File: src/rtl/fprc_pkg.sv
// fprc_pkg: shared types, codes and the byte-wide crc-16-ccitt update
// for the framed packet receiver; no dependencies
package fprc_pkg;

    localparam logic [15:0] CRC_POLY = 16'h1021;
    localparam logic [15:0] CRC_INIT = 16'hFFFF;
    localparam logic [15:0] SILENCE_MAX = 16'hFFFF;

    localparam logic [7:0]  START_MARKER_RST = 8'h02;
    localparam logic [7:0]  MAX_LENGTH_RST = 8'd249;
    localparam logic [15:0] TIMEOUT_TICKS_RST = 16'd100;

    // configuration register indexes
    localparam logic [1:0] REG_START_MARKER = 2'd0;
    localparam logic [1:0] REG_MAX_LENGTH = 2'd1;
    localparam logic [1:0] REG_TIMEOUT_TICKS = 2'd2;

    // input kind carried on s_tuser
    localparam logic MODE_BYTE = 1'b0;
    localparam logic MODE_TICK = 1'b1;

    typedef enum logic [2:0] {
        PH_HUNT   = 3'd0,
        PH_LEN    = 3'd1,
        PH_BODY   = 3'd2,
        PH_CRC_HI = 3'd3,
        PH_CRC_LO = 3'd4
    } phase_t;

    typedef enum logic [1:0] {
        ST_BODY    = 2'd0,
        ST_GOOD    = 2'd1,
        ST_BAD     = 2'd2,
        ST_TIMEOUT = 2'd3
    } status_t;

    // msb-first crc-16-ccitt over one byte, eight shift steps
    function automatic logic [15:0] crc_update(input logic [15:0] crc_in,
                                               input logic [7:0] b);
        logic [15:0] crc;
        crc = crc_in ^ {b, 8'h00};
        for (int i = 0; i < 8; i++) begin
            if (crc[15]) begin
                crc = {crc[14:0], 1'b0} ^ CRC_POLY;
            end else begin
                crc = {crc[14:0], 1'b0};
            end
        end
        return crc;
    endfunction

endpackage

File: src/rtl/framed_packet_receiver_crc16_top.sv
// framed_packet_receiver_crc16_top: start/length/body/crc-16 deframer with
// cut-through body output and inter-byte timeout; depends on fprc_pkg
//
//  channel | direction | tdata          | tuser                       | transaction
//  --------+-----------+----------------+-----------------------------+----------------------
//  s_      | in        | [7:0] data     | [0] mode (0 byte, 1 tick)   | one byte or one tick
//  m_      | out       | [7:0] data_res | [1:0] status, [2] is_command| one body byte/status
//  cfg_    | in        | [15:0] wdata   | -                           | one register write
//
// one transaction is accepted per cycle unless m_ stalls a held result; its result
// (if any) shows on m_ the next cycle from a single output register, set by the
// phase decode and crc compare between the state registers and that output register
// s_tready drops only while the output register holds a result that m_ stalls
// aresetn is synchronous, active low: parser hunts, config/state/valid regs take reset values
module framed_packet_receiver_crc16_top
    import fprc_pkg::*;
(
    input  logic        aclk,
    input  logic        aresetn,

    input  logic        s_tvalid,
    output logic        s_tready,
    input  logic [7:0]  s_tdata,    // [7:0] data
    input  logic        s_tuser,    // [0] mode

    output logic        m_tvalid,
    input  logic        m_tready,
    output logic [7:0]  m_tdata,    // [7:0] data_res
    output logic [2:0]  m_tuser,    // [1:0] status, [2] is_command

    input  logic        cfg_we,
    input  logic [1:0]  cfg_index,
    input  logic [15:0] cfg_wdata
);

    // configuration
    logic [7:0]  start_marker_reg;
    logic [7:0]  max_length_reg;
    logic [15:0] timeout_ticks_reg;

    // parser state
    phase_t      phase_reg, phase_next;
    logic [7:0]  frame_length_reg, frame_length_next;
    logic [7:0]  body_count_reg, body_count_next;
    logic [15:0] running_crc_reg, running_crc_next;
    logic [7:0]  crc_high_byte_reg, crc_high_byte_next;
    logic [15:0] silence_ticks_reg, silence_ticks_next;

    // result of the current transaction
    logic        res_valid;
    status_t     res_status;
    logic [7:0]  res_data;
    logic        res_cmd;

    // output register
    logic        m_tvalid_reg;
    status_t     m_status_reg;
    logic [7:0]  m_data_reg;
    logic        m_cmd_reg;

    logic        s_accept;
    logic [15:0] rx_crc;

    assign s_tready = !m_tvalid_reg || m_tready;
    assign s_accept = s_tvalid && s_tready;
    assign rx_crc = {crc_high_byte_reg, s_tdata};

    always_comb begin
        phase_next = phase_reg;
        frame_length_next = frame_length_reg;
        body_count_next = body_count_reg;
        running_crc_next = running_crc_reg;
        crc_high_byte_next = crc_high_byte_reg;
        silence_ticks_next = silence_ticks_reg;
        res_valid = 1'b0;
        res_status = ST_BODY;
        res_data = 8'h00;
        res_cmd = 1'b0;

        if (s_tuser == MODE_TICK) begin
            // saturating silence count, abort an open frame past the limit
            if (silence_ticks_reg != SILENCE_MAX) begin
                silence_ticks_next = silence_ticks_reg + 16'd1;
            end
            if (phase_reg != PH_HUNT && silence_ticks_next > timeout_ticks_reg) begin
                phase_next = PH_HUNT;
                frame_length_next = 8'h00;
                body_count_next = 8'h00;
                running_crc_next = CRC_INIT;
                crc_high_byte_next = 8'h00;
                res_valid = 1'b1;
                res_status = ST_TIMEOUT;
            end
        end else begin
            silence_ticks_next = 16'h0000;
            unique case (phase_reg)
                PH_LEN: begin
                    if (s_tdata != 8'h00 && s_tdata <= max_length_reg) begin
                        frame_length_next = s_tdata;
                        body_count_next = 8'h00;
                        running_crc_next = crc_update(CRC_INIT, s_tdata);
                        phase_next = PH_BODY;
                    end else begin
                        // bad length, back to hunting without a marker check
                        phase_next = PH_HUNT;
                        frame_length_next = 8'h00;
                        body_count_next = 8'h00;
                        running_crc_next = CRC_INIT;
                        crc_high_byte_next = 8'h00;
                    end
                end
                PH_BODY: begin
                    running_crc_next = crc_update(running_crc_reg, s_tdata);
                    body_count_next = body_count_reg + 8'd1;
                    if (body_count_next >= frame_length_reg) begin
                        phase_next = PH_CRC_HI;
                    end
                    res_valid = 1'b1;
                    res_status = ST_BODY;
                    res_data = s_tdata;
                    res_cmd = (body_count_reg == 8'h00);
                end
                PH_CRC_HI: begin
                    crc_high_byte_next = s_tdata;
                    phase_next = PH_CRC_LO;
                end
                PH_CRC_LO: begin
                    phase_next = PH_HUNT;
                    frame_length_next = 8'h00;
                    body_count_next = 8'h00;
                    running_crc_next = CRC_INIT;
                    crc_high_byte_next = 8'h00;
                    res_valid = 1'b1;
                    res_status = (rx_crc == running_crc_reg) ? ST_GOOD : ST_BAD;
                end
                default: begin
                    // hunting, and any unused phase code
                    frame_length_next = 8'h00;
                    body_count_next = 8'h00;
                    running_crc_next = CRC_INIT;
                    crc_high_byte_next = 8'h00;
                    phase_next = (s_tdata == start_marker_reg) ? PH_LEN : PH_HUNT;
                end
            endcase
        end
    end

    // configuration writes, index beyond the list is dropped
    always_ff @(posedge aclk) begin
        if (!aresetn) begin
            start_marker_reg <= START_MARKER_RST;
            max_length_reg <= MAX_LENGTH_RST;
            timeout_ticks_reg <= TIMEOUT_TICKS_RST;
        end else if (cfg_we) begin
            unique case (cfg_index)
                REG_START_MARKER:  start_marker_reg <= cfg_wdata[7:0];
                REG_MAX_LENGTH:    max_length_reg <= cfg_wdata[7:0];
                REG_TIMEOUT_TICKS: timeout_ticks_reg <= cfg_wdata;
                default: ;
            endcase
        end
    end

    // parser state advances once per accepted transaction
    always_ff @(posedge aclk) begin
        if (!aresetn) begin
            phase_reg <= PH_HUNT;
            frame_length_reg <= 8'h00;
            body_count_reg <= 8'h00;
            running_crc_reg <= CRC_INIT;
            crc_high_byte_reg <= 8'h00;
            silence_ticks_reg <= 16'h0000;
        end else if (s_accept) begin
            phase_reg <= phase_next;
            frame_length_reg <= frame_length_next;
            body_count_reg <= body_count_next;
            running_crc_reg <= running_crc_next;
            crc_high_byte_reg <= crc_high_byte_next;
            silence_ticks_reg <= silence_ticks_next;
        end
    end

    // output register, refilled on accept, emptied when m_ takes it
    always_ff @(posedge aclk) begin
        if (!aresetn) begin
            m_tvalid_reg <= 1'b0;
        end else if (s_accept) begin
            m_tvalid_reg <= res_valid;
        end else if (m_tready) begin
            m_tvalid_reg <= 1'b0;
        end
    end

    always_ff @(posedge aclk) begin
        if (s_accept) begin
            m_status_reg <= res_status;
            m_data_reg <= res_data;
            m_cmd_reg <= res_cmd;
        end
    end

    assign m_tvalid = m_tvalid_reg;
    assign m_tdata = m_data_reg;
    assign m_tuser = {m_cmd_reg, m_status_reg};

endmodule

File: config.mk
export PLATFORM = sky130hd
export DESIGN_NAME = framed_packet_receiver_crc16_top
export DESIGN_NICKNAME = d
export VERILOG_FILES = /design/src/rtl/fprc_pkg.sv /design/src/rtl/framed_packet_receiver_crc16_top.sv
export SDC_FILE = /design/constraint.sdc
export NUM_CORES = 1
export LEC_CHECK = 0
export ABC_AREA = 1
export ABC_CLOCK_PERIOD_IN_PS = 3050
export BUFFER_PORTS_ARGS = -buffer_cell sky130_fd_sc_hd__buf_4
export CORE_MARGIN = 2
export CORE_UTILIZATION = 55
export DETAILED_ROUTE_END_ITERATION = 6
export PLACE_DENSITY = 0.77
export REMOVE_ABC_BUFFERS = 1
export SYNTH_ARGS = -nofsm -noshare
export SYNTH_HDL_FRONTEND = slang
export SYNTH_SLANG_ARGS = --single-unit
File: constraint.sdc
create_clock -name aclk -period 3.05 [get_ports aclk]
set_clock_uncertainty 0.15 [all_clocks]
set_input_delay 0.61 -clock aclk [delete_from_list [all_inputs] [get_ports aclk]]
set_output_delay 0.61 -clock aclk [all_outputs]
set_load 0.005 [all_outputs]
Word-level counts from Yosys, hierarchy flattened
Index checks and enable logic that the tools add are counted.

word-level totals
  logic and storage cells = 154
  bits of input ports = 32
  register bits = 103

operators by class
  reduce and logical (&&, ||, !) cells = 20
  muxes and demuxes = 82
  order comparisons = 3
  $add $sub $neg = 2
  equal/unequal tests = 15
  bitwise gates (word level) = 19

operator list
  kind                     number
  $mux W16                 41
  $mux W13                 16
  $mux W8                  6
  $not A3 Y3               16
  $pmux W16 S3             1
  $pmux W8 S2              2
  $pmux W8 S3              1
  $add A16 B1 Y16 const B  1
  $eq A16 B16 Y1           1
  $gt A16 B16 Y1           1
  $ne A16 B16 Y1 const B   1
  $not A16 Y16             1
  $xor A16 B16 Y16         1
  $pmux W3 S4              1
  $mux W2                  5
  $mux W3                  3
  $reduce_and A3 Y1        3
  $add A8 B1 Y8 const B    1
  $eq A8 B8 Y1             1
  $ge A8 B8 Y1             1
  $le A8 B8 Y1             1
  $logic_not A8 Y1         1
  $reduce_bool A8 Y1       1
  $eq A3 B2 Y1 const B     2
  other kinds (18)         32

Logic depth before layout (Yosys ltp)
Gate-level depths: netlist (run 1).

  depth after elaboration = 41
  mapped depth = 27

Worst setup path after synthesis (run 1)
Ideal clock, no wire load.

  path kind = reg2reg
  start point = register silence_ticks_reg[0]
  end point = register running_crc_reg[12]
  clock period less this slack = 3.021 ns
  cell stages (with the launch flop) = 23
  path buffers = 1
  slack = 0.029 ns
  arrival time = 2.737 ns
  library setup time = 0.134 ns
  data required time = 2.766 ns
  cells stage by stage = dfxtp_1 ha_1 nand2_1 inv_2 nand2_2 nor2_4 nand4_1 inv_1 nand2_1 nand4_1 nand2_1 ha_1 nand2_1 nor2_1 nand4_1 o21a_1 nand3_1 nand2_2 nand2_2 inv_2 buf_2 nand2_1 nand3_1

on the way
  cells in the longest elaborated chain, start to end = 7
  elaborated cells on any way between the ends = 8

ends and longest elaborated chain
  element                                                   line                                                                            text
  start, declared                                           framed_packet_receiver_crc16_top.sv:47                                          logic [15:0] silence_ticks_reg, silence_ticks_next;
  start signal, assigned                                    framed_packet_receiver_crc16_top.sv:179                                         silence_ticks_reg <= silence_ticks_next;
  $add A16 B1 Y16 / $ne A16 B16 Y1 (equally long branches)  framed_packet_receiver_crc16_top.sv:83, framed_packet_receiver_crc16_top.sv:82
  $mux W16 *                                                framed_packet_receiver_crc16_top.sv:82                                          if (silence_ticks_reg != SILENCE_MAX) begin
  $mux W16 *                                                framed_packet_receiver_crc16_top.sv:80                                          if (s_tuser == MODE_TICK) begin
  $gt A16 B16 Y1 *                                          framed_packet_receiver_crc16_top.sv:85                                          if (phase_reg != PH_HUNT && silence_ticks_next > timeout_ticks_reg) begin
  $logic_and A1 B1 Y1 *                                     framed_packet_receiver_crc16_top.sv:85
  $ne A2 B1 Y1 (no source line) *                           --
  $reduce_and A3 Y1 (no source line) *                      --
  end signal, assigned                                      framed_packet_receiver_crc16_top.sv:177                                         running_crc_reg <= running_crc_next;
  end, declared                                             framed_packet_receiver_crc16_top.sv:45                                          logic [15:0] running_crc_reg, running_crc_next;

Mark *: on every way between the ends. The rest lies on a longest branch, timed or not. The select of a mux whose other input is x is not followed.
A chain may end at the register's enable or synchronous reset.

Final worst setup path (run 1)
  start point = register silence_ticks_reg[1]
  end point = register crc_high_byte_reg[2]

on the way
  cells in the longest elaborated chain, start to end = 7
  elaborated cells on any way between the ends = 8

ends and longest elaborated chain
  element                                                   line                                                                            text
  $add A16 B1 Y16 / $ne A16 B16 Y1 (equally long branches)  framed_packet_receiver_crc16_top.sv:83, framed_packet_receiver_crc16_top.sv:82
  $mux W16 *                                                framed_packet_receiver_crc16_top.sv:82
  $mux W16 *                                                framed_packet_receiver_crc16_top.sv:80
  $gt A16 B16 Y1 *                                          framed_packet_receiver_crc16_top.sv:85
  $logic_and A1 B1 Y1 *                                     framed_packet_receiver_crc16_top.sv:85
  $ne A2 B1 Y1 (no source line) *                           --
  $reduce_and A4 Y1 (no source line) *                      --
  end signal, assigned                                      framed_packet_receiver_crc16_top.sv:178                                         crc_high_byte_reg <= crc_high_byte_next;
  end, declared                                             framed_packet_receiver_crc16_top.sv:46                                          logic [7:0] crc_high_byte_reg, crc_high_byte_next;

Marks and branches as above.

==> results.md, run 1 <==
- Status: complete, but fails checks
- Failing checks: setup timing
- Clk Tree Root Cell: clkbuf_16
- Crit path required time: 3190 ps
- Synth top area cells: dfxtp_1 (29%), nand2_1 (14%), ha_1 (6.9%), nor2_1 (5.7%), nand3_1 (5.4%)
- Reg clk slew, reported paths: 70 ps
- H-tree levels: 3
- Starting Density: 55.7%
- Setup crit end kind: register
- Max Slew Vio Count: 0
- Wire per inst: 14.6 µm
- Max_cap viols: 0
- Post-synthesis mux area share: 0%
- Crit-path cells: ha_4, nand2_2, inv_2, nand2_4, nor2_4, buf_4, nand2_1, a31oi_1, xor2_1, ha_1, nand2_1, nor2_1, nand4_1, inv_1, nand2_1, nand2_1, nand2_1, nand2_2, buf_12, nand2_2, nor2_4, nor2_1, nor2_1
- Mapped Avg Cell Area: 6.92 µm²
- Most common cell in the netlist: nand2_1
- Via/cell ratio: 5.39
- Period utilization: 101%
- Post-DP Area: 6880 µm²
- DR pass1 iterations: 5
- Busiest layer in global routing: met2
- Layout cell share with drive strength beyond 1: 17.9%
- Longest Clk Path Bufs: 2
- FFs w/ async S/R, synth: 0%
- Total grt overflow: 0
- #FFs+latches synth: 103
- Sequential-to-total area share from yosys stat: 34.5%
- DR DRC count: 0
- Synth top area share: 29.2%
- Critical path class: reg2reg
- CTS buffer count: 9
- Core ar.: 11,300 µm²
- Tmin final: 3070 ps
- Met3 usage: 7.27%
- GRT Total Usage: 26.3%
- Tightest hold margin: 315 ps
- First-pass GRT wire length: 26,300 µm
- P&R area growth vs syn: 17.6%
- Wirelength, routed: 16,300 µm
- GR Layer Usage met1: 34.3%
- Ys flop type: dfxtp_1
- Mapped Cells: 911
- CP startpoint: silence_ticks_reg[1]
- RSZ-0062 raised after global routing: yes
- Initial antenna violation count: 0
- Critical path launch point type: register
- Site row count: 39
- Worst Tran Pin Value: 687 ps
- Worst-Skew Late Latency: 360 ps
- CTS tree: yes
- Final core utilization: 65.5%
- Detailed Route Iter0 Violations: 510
- Netlist Area Pre-Place: 6300 µm²
- Critical hold path startpoint: max_length_reg[1]
- Die area: 12,300 µm²
- Main combinational cell family by area after synthesis: simple AND/OR/NAND/NOR gates
- Power Total: 0.00316 W
- Slowest CP cell: dfxtp_4
- FF-to-FF Start: silence_ticks_reg[1]
- Max FO, Critical Path: 7
- Adder-cell share of the synthesized area: 6.95%
- IO Port Bufs: 44
- Hold WC Path Type: reg2reg
- Clk sinks: 103
- # IOs: 45
- Cell mode on critical path: nand2_1
- Detailed-route via count: 6,027
- Final Cell Area: 7410 µm²
- Layout Nets: 1,037
- Routed Antenna Nets: 0
- Die X: 111 µm
- Post-Synth Simple-Gate Area: 32.5%
- Post-DP HPWL: 11,200 µm
- Yosys top cell by area: dfxtp_1
- Peak supply drop: 0.000400 V
- Synth unique cells: 43
- F_max: 326 MHz
- GR met2 Demand/Resource: 43.2%
- Cell Pwr Density: 426 nW/µm²
- Crit path DAT: 3210 ps
- EDFF count, synth: 11
- Final Hold Viols: 0
- Die Y: 111 µm
- Largest net degree at the start of global routing: 54
- Antenna Cells: 0
- Routability cong.: 0.870
- Leakage: 3.48 nW
- Final setup fails: 3
- Post-synthesis xor/xnor area fraction: 6.23%
- Synth Area in Compound Gates: 10.9%
- Max_slew headroom: 54.2%
- Top cells by count, synth: nand2_1 (232), nor2_1 (95), dfxtp_1 (92)
- Final Worst Setup Slack: -19.0 ps
- Ys Warns: 0
- Vias in the first global route: 5,439
- CP max stage delay: 370 ps
-- cells in the final DEF, fill, tap and decap left out, types with 3 or more instances in the layout --
cell type and count:
a21oi_1 61, a21oi_2 5, buf_4 76, buf_6 4
clkbuf_1 3, clkbuf_16 9, clkinv_2 3, dfxtp_1 88
dfxtp_2 3, edfxtp_1 11, ha_1 33, inv_1 89
inv_2 11, nand2_1 220, nand2_2 15, nand2_4 3
nand3_1 66, nand3_2 4, nand4_1 26, nor2_1 85
nor2_2 10, nor2_4 6, nor3_1 7, nor4_1 3
o211ai_1 9, o21ai_0 39, or2_1 3, or2_2 6
xnor2_1 21, xor2_1 22
-- cell type report --
class	count	area, µm²
flip-flops and latches	103	2180
repair buffers	83	671
clock inverters	4	22.5
well taps	143	179
clock buffers	12	236
multi-input cells	669	3720
fillers	987	3910
inverters	104	400
-- stage by stage --
stage / setup TNS (ps) / std cells / setup slack, ps
2_1_floorplan: -3760 / 875 / -146
3_3_place_gp: -224 / 1092 / -38.5
3_5_place_dp: -3700 / 1092 / -164
4_1_cts: 0 / 1114 / 14.5
5_1_grt: -7340 / 1118 / -223
6_report: -35.4 / 1118 / -19.0
-- critical path, delay by kind of cell (launching register included) --
family / cells / cell delay [ps]
fa+ha+maj: 2 / 450
flops: 1 / 370
simple gates: 15 / 1280
compound gates: 1 / 230
xor+xnor: 1 / 130
buf+inv: 4 / 410
-- cells by family after synthesis --
kind of cell / Yosys count
simple gates: 464
buf+inv: 140
compound gates: 125
flops: 103
xor+xnor: 44
fa+ha+maj: 35
-- power by group --
group / switching [W] / leakage [nW] / internal [W]
logic: 0.000369 / 2.48 / 0.000237
registers: 0.0000540 / 0.869 / 0.00144
clock network: 0.000510 / 0.126 / 0.000551
total: 0.000933 / 3.48 / 0.00223
-- repair_timing --
action	CTS	global route
endpoints found under the hold margin	0	0
gates resized for setup	15	42
endpoints found under the setup margin	40	43
buffers inserted	6	3
hold buffers	0	0
gates cloned	0	1
pin swaps	7	32
-- final timing paths --
path	cells past startpoint	slack [ps]	to
max reg2reg	23	-20	crc_high_byte_reg[2]
max	23	-20	crc_high_byte_reg[2]
min reg2reg	2	310	max_length_reg[1]
min	2	310	max_length_reg[1]
-- routing by layer --
layer	part of all wire, %	wire (µm)
met5	0	0
met4	1.4	233
met3	7.1	1160
met2	47	7730
met1	44	7190
Note: power is estimated with default switching activity, not from simulation.
==> inputs of run 2 (changes only) <==
Settings changed: RECOVER_POWER set to 50.
==> results.md, run 2 (synthesis gave the netlist of run 1 again) <==
- Core ar.: 11,300 µm² (unchanged)
- Critical hold path startpoint: max_length_reg[1]
- F_max: 325 MHz (-0.11%)
- Peak supply drop: 0.000403 V (+0.73%)
- Flop pwr share: 47.2% (about the same)
- Switch share: 29.7% (+0.14 points)
- Max_slew headroom: 48.5% (-5.6 points)
- Hold WC Path Type: reg2reg
- Total grt overflow: 0 (unchanged)
- FF-to-FF Start: silence_ticks_reg[13]
- Via/cell ratio: 5.42 (+0.46%)
- Commonest non-fill, non-tap cell in the layout: nand2_1
- CP startpoint: silence_ticks_reg[13]
- Period utilization: 101% (+0.11 points)
- Setup crit end kind: register
- Wirelength, routed: 16,300 µm (about the same)
- Detailed-route via count: 6,055 (+0.46%)
- P&R area growth vs syn: 17.4%
- Combinational fraction of design power: 19.1% (about the same)
- Tmin final: 3070 ps (+3.40 ps)
- Clock power frac: 33.7% (about the same)
- Failing checks: setup timing
- Commonest cells after routing, fill and taps aside: nand2_1 (220), inv_1 (89), dfxtp_1 (88)
- Post-DP HPWL: 11,200 µm (unchanged)
- Worst-Skew Late Latency: 360 ps (about the same)
- Crit path DAT: 3210 ps (about the same)
- IO Port Bufs: 44 (unchanged)
- Max FO, Critical Path: 7 (unchanged)
- Max Slew Vio Count: 0 (unchanged)
- Largest net degree at the start of global routing: 54 (unchanged)
- Tightest hold margin: 315 ps (-0.0240 ps)
- GRT Total Usage: 26.3% (unchanged)
- Clk Tree Root Cell: clkbuf_16
- Layout cell share with drive strength beyond 1: 17.7% (-0.21 points)
- Initial antenna violation count: 0 (unchanged)
- Longest Clk Path Bufs: 2 (unchanged)
- Reg clk slew, reported paths: 70 ps (about the same)
- Vias in the first global route: 5,439 (unchanged)
- # IOs: 45 (unchanged)
- Die X: 111 µm (unchanged)
- DR pass1 iterations: 6 (+1)
- Leakage: 3.47 nW (-0.15%)
- Antenna Cells: 0 (unchanged)
- Final Cell Area: 7400 µm² (-0.12%)
- Final Worst Setup Slack: -22.4 ps (-3.40 ps)
- H-tree levels: 3 (unchanged)
- Status: complete, but fails checks
- Layout Nets: 1,037 (unchanged)
- Max_cap viols: 0 (unchanged)
- Detailed Route Iter0 Violations: 444 (-13%)
- P_sw: 0.000939 W (+0.62%)
- Multi-input logic area: 3720 µm² (-0.13%)
- Starting Density: 55.7% (unchanged)
- Site row count: 39 (unchanged)
- CTS tree: yes
- Critical path class: reg2reg
- Post-DP Area: 6880 µm² (unchanged)
- Die Y: 111 µm (unchanged)
- Crit path required time: 3190 ps (about the same)
- Setup_tns: -34.1 ps (+1.25 ps)
- Wire per inst: 14.6 µm (about the same)
- Final Hold Viols: 0 (unchanged)
- RSZ-0062 raised after global routing: yes
- Cell Pwr Density: 427 nW/µm² (+0.27%)
- DR DRC count: 0 (unchanged)
- Internal cell power: 0.00223 W (about the same)
- Critical path launch point type: register
- Worst Tran Pin Value: 766 ps (+79.2 ps)
- First-pass GRT wire length: 26,300 µm (unchanged)
- Die area: 12,300 µm² (unchanged)
- Clk sinks: 103 (unchanged)
- Final setup fails: 3 (unchanged)
- Fillers: 990 (+0.30%)
- Routed Antenna Nets: 0 (unchanged)
- CTS buffer count: 9 (unchanged)
- FF/Latch Area: 2180 µm² (unchanged)
- Routability cong.: 0.870 (unchanged)
## run 2: final timing paths
check	endpoint	slack, ps	depth (start not counted)
worst max-delay path	crc_high_byte_reg[2]	-20	18
worst min-delay path	max_length_reg[1]	310	2
worst min register to register	max_length_reg[1]	310	2
worst max register to register	crc_high_byte_reg[2]	-20	18
## run 2: layout make-up
type	count	share of cell area, %
inverter	104	5.41
clock buffer	12	3.19
multi-input combinational	669	50.2
tap	143	2.42
clock inverter	4	0.304
timing repair buffer	83	9.01
sequential	103	29.4
## run 2: metrics by stage
step	setup WS [ps]	utilization, %	power, W	instances
2_1_floorplan	-146	-	0.00188	875
3_3_place_gp	-38.5	60.7	0.00208	1092
3_5_place_dp	-164	60.7	0.00209	1092
4_1_cts	14.5	63.9	0.00315	1114
5_1_grt	-236	65.4	0.00332	1118
6_report	-22.4	65.4	0.00316	1118
## run 2: critical path, cell delays in order (launching register included)
cell and delay (ps):
dfxtp_1 430, nand2_1 100, nor2_1 420, a31oi_1 210, xor2_1 200, ha_1 310
nand2_1 50, nor2_1 100, nand4_1 120, inv_1 80, nand2_1 40, nand2_1 70
nand2_1 60, nand2_2 100, buf_12 130, nand2_2 60, nor2_4 200, nor2_1 80
nor2_1 110
## run 2: power by group through the flow
stage               sequential, W  combinational [W]  clock (W)
finish                    0.00149           0.000604    0.00107
global route              0.00150           0.000678    0.00114
CTS                       0.00149           0.000579    0.00108
detailed placement        0.00152           0.000571          0
global placement          0.00152           0.000560          0
floorplan                 0.00151           0.000372          0
## run 2: repair_timing
item	in CTS	in global routing
resized for setup	15	42
hold buffers	0	0
buffers inserted	6	3
endpoints found under the setup margin	40	43
hold endpoints to repair	0	0
gates cloned	0	1
pin swaps	7	32
## run 2: per-layer routing
metal	routed length, µm	track usage [%]	part of all wire, %
met4	280	7.33	1.7
met1	7190	34.3	44
met3	1170	7.27	7.2
met5	0	0	0
met2	7660	43.2	47
==> inputs of run 3 (changes only) <==
Settings changed: SKIP_CTS_REPAIR_TIMING set to 1.
==> results.md, run 3 (synthesis gave the netlist of run 1 again) <==
- Status: complete, but fails checks
- Failing checks: setup timing
- Final core utilization: 65.8% (+0.40 points)
- Antenna Cells: 0 (unchanged)
- Die area: 12,300 µm² (unchanged)
- Clk sinks: 103 (unchanged)
- Crit path required time: 3200 ps (about the same)
- Critical hold path startpoint: max_length_reg[1]
- Cell count after placement: 1,092 (unchanged)
- Layout cell share with drive strength beyond 1: 17.9% (+0.15 points)
- Reg clk slew, reported paths: 70 ps (about the same)
- Die Y: 111 µm (unchanged)
- Detailed Route Iter0 Violations: 500 (+13%)
- Top Layer Used: met4
- Worst Tran Pin Value: 773 ps (+6.50 ps)
- Met2 WL: 7570 µm (-1.1%)
- Max Slew Vio Count: 0 (unchanged)
- Total grt overflow: 0 (unchanged)
- IO Port Bufs: 44 (unchanged)
- Initial antenna violation count: 0 (unchanged)
- FF-to-FF Start: silence_ticks_reg[1]
- Wire per inst: 14.4 µm (-1.2%)
- Met3 wire len: 1140 µm (-2.8%)
- Max_slew headroom: 48.1% (-0.44 points)
- Routed Antenna Nets: 0 (unchanged)
- Non-filler cells, final: 1,121 (+0.27%)
- Max_cap viols: 0 (unchanged)
- Cell Pwr Density: 425 nW/µm² (-0.55%)
- CTS buffer count: 9 (unchanged)
- First-pass GRT wire length: 25,900 µm (-1.7%)
- Longest Clk Path Bufs: 2 (unchanged)
- Vias in the first global route: 5,340 (-1.8%)
- Crit path DAT: 3240 ps (+30 ps)
- Setup crit end kind: register
- Via/cell ratio: 5.35 (-1.2%)
- RSZ-0062 raised after global routing: yes
- CTS tree: yes
- Final Worst Setup Slack: -43.3 ps (-20.9 ps)
- Period utilization: 101% (+0.69 points)
- Final setup fails: 10 (+7)
- Detailed-route via count: 6,001 (-0.89%)
- CP startpoint: silence_ticks_reg[1]
- F_max: 323 MHz (-0.68%)
- Critical path class: reg2reg
- Max FO, Critical Path: 7 (unchanged)
- Die X: 111 µm (unchanged)
- # IOs: 45 (unchanged)
- Hold WC Path Type: reg2reg
- Setup_tns: -265 ps (-230 ps)
- DR pass1 iterations: 5 (-1)
- Clk Tree Root Cell: clkbuf_16
- Final Hold Viols: 0 (unchanged)
- Critical path launch point type: register
- DR DRC count: 0 (unchanged)
- Commonest non-fill, non-tap cell in the layout: nand2_1
- Peak supply drop: 0.000404 V (+0.22%)
- Leakage: 3.49 nW (+0.60%)
- GRT Total Usage: 26.0% (-0.38 points)
- Pre-CTS WS: -164 ps (unchanged)
- Tmin final: 3090 ps (+20.9 ps)
- P&R area growth vs syn: 18.1%
- Wirelength, routed: 16,100 µm (-0.93%)
- Largest net degree at the start of global routing: 54 (unchanged)
- Layout Nets: 1,040 (+0.29%)
- Core ar.: 11,300 µm² (unchanged)
- M1 wire length: 7160 µm (-0.46%)
- Routability cong.: 0.870 (unchanged)
- Post-DP HPWL: 11,200 µm (unchanged)
- Site row count: 39 (unchanged)
- H-tree levels: 3 (unchanged)
- Commonest cells after routing, fill and taps aside: nand2_1 (223), inv_1 (89), dfxtp_1 (88)
- Worst-Skew Late Latency: 350 ps (about the same)
- Starting Density: 55.7% (unchanged)
-- run 3: cell count changes in the layout (fill, tap and decap cells not counted), moves of 2 or more --
cell	change
nor2_2	-2
buf_4	+4
nand2_1	+3
nand2_2	-4
-- run 3: metrics by stage --
step	hold WS, ps	instance area (µm²)	total power, W
finish	315	7450	0.00317
global route	347	7450	0.00332
CTS	317	7140	0.00314
detailed placement	308	6880	0.00209
global placement	297	6880	0.00208
floorplan	283	6130	0.00188
-- run 3: area by class of cell --
cell class / count / area, µm²
clock buffer: 12 / 236
clock inverter: 4 / 22.5
fill: 966 / 3870
inverter: 104 / 398
multi-input combinational: 669 / 3740
sequential: 103 / 2180
tap: 143 / 179
timing repair buffer: 86 / 689
-- run 3: final timing paths --
kind	slack [ps]	cells after the start	end
worst max-delay path	-40	24	crc_high_byte_reg[7]
worst max register to register	-40	24	crc_high_byte_reg[7]
worst min register to register	310	2	max_length_reg[1]
worst min-delay path	310	2	max_length_reg[1]
-- run 3: routing by layer --
layer / track usage [%] / vias up
met5: 0 / -
met2: 42.7 / 205
met4: 6.91 / 0
li1: - / 3070
met3: 7.05 / 28
met1: 33.9 / 2698
-- run 3: critical path, cell delays in order, from the launching register on --
cell and delay [ps]:
dfxtp_4 370, ha_4 140, nand2_2 40, inv_2 70, nand2_4 60, nor2_4 130
nand4_1 150, inv_2 120, nand2_4 80, buf_6 150, a22oi_2 160, ha_1 190
nand2_1 60, nand2_1 80, nand3_2 60, a21oi_2 140, nor2_1 60, nand2_1 70
nand2_1 60, nand2_2 100, buf_12 130, nand2_4 50, nor2_4 240, nor2_1 80
nor2_1 80
-- run 3: power breakdown --
part	switching, W	internal (W)
combinational	0.000370	0.000239
clock	0.000514	0.000551
sequential	0.0000537	0.00144
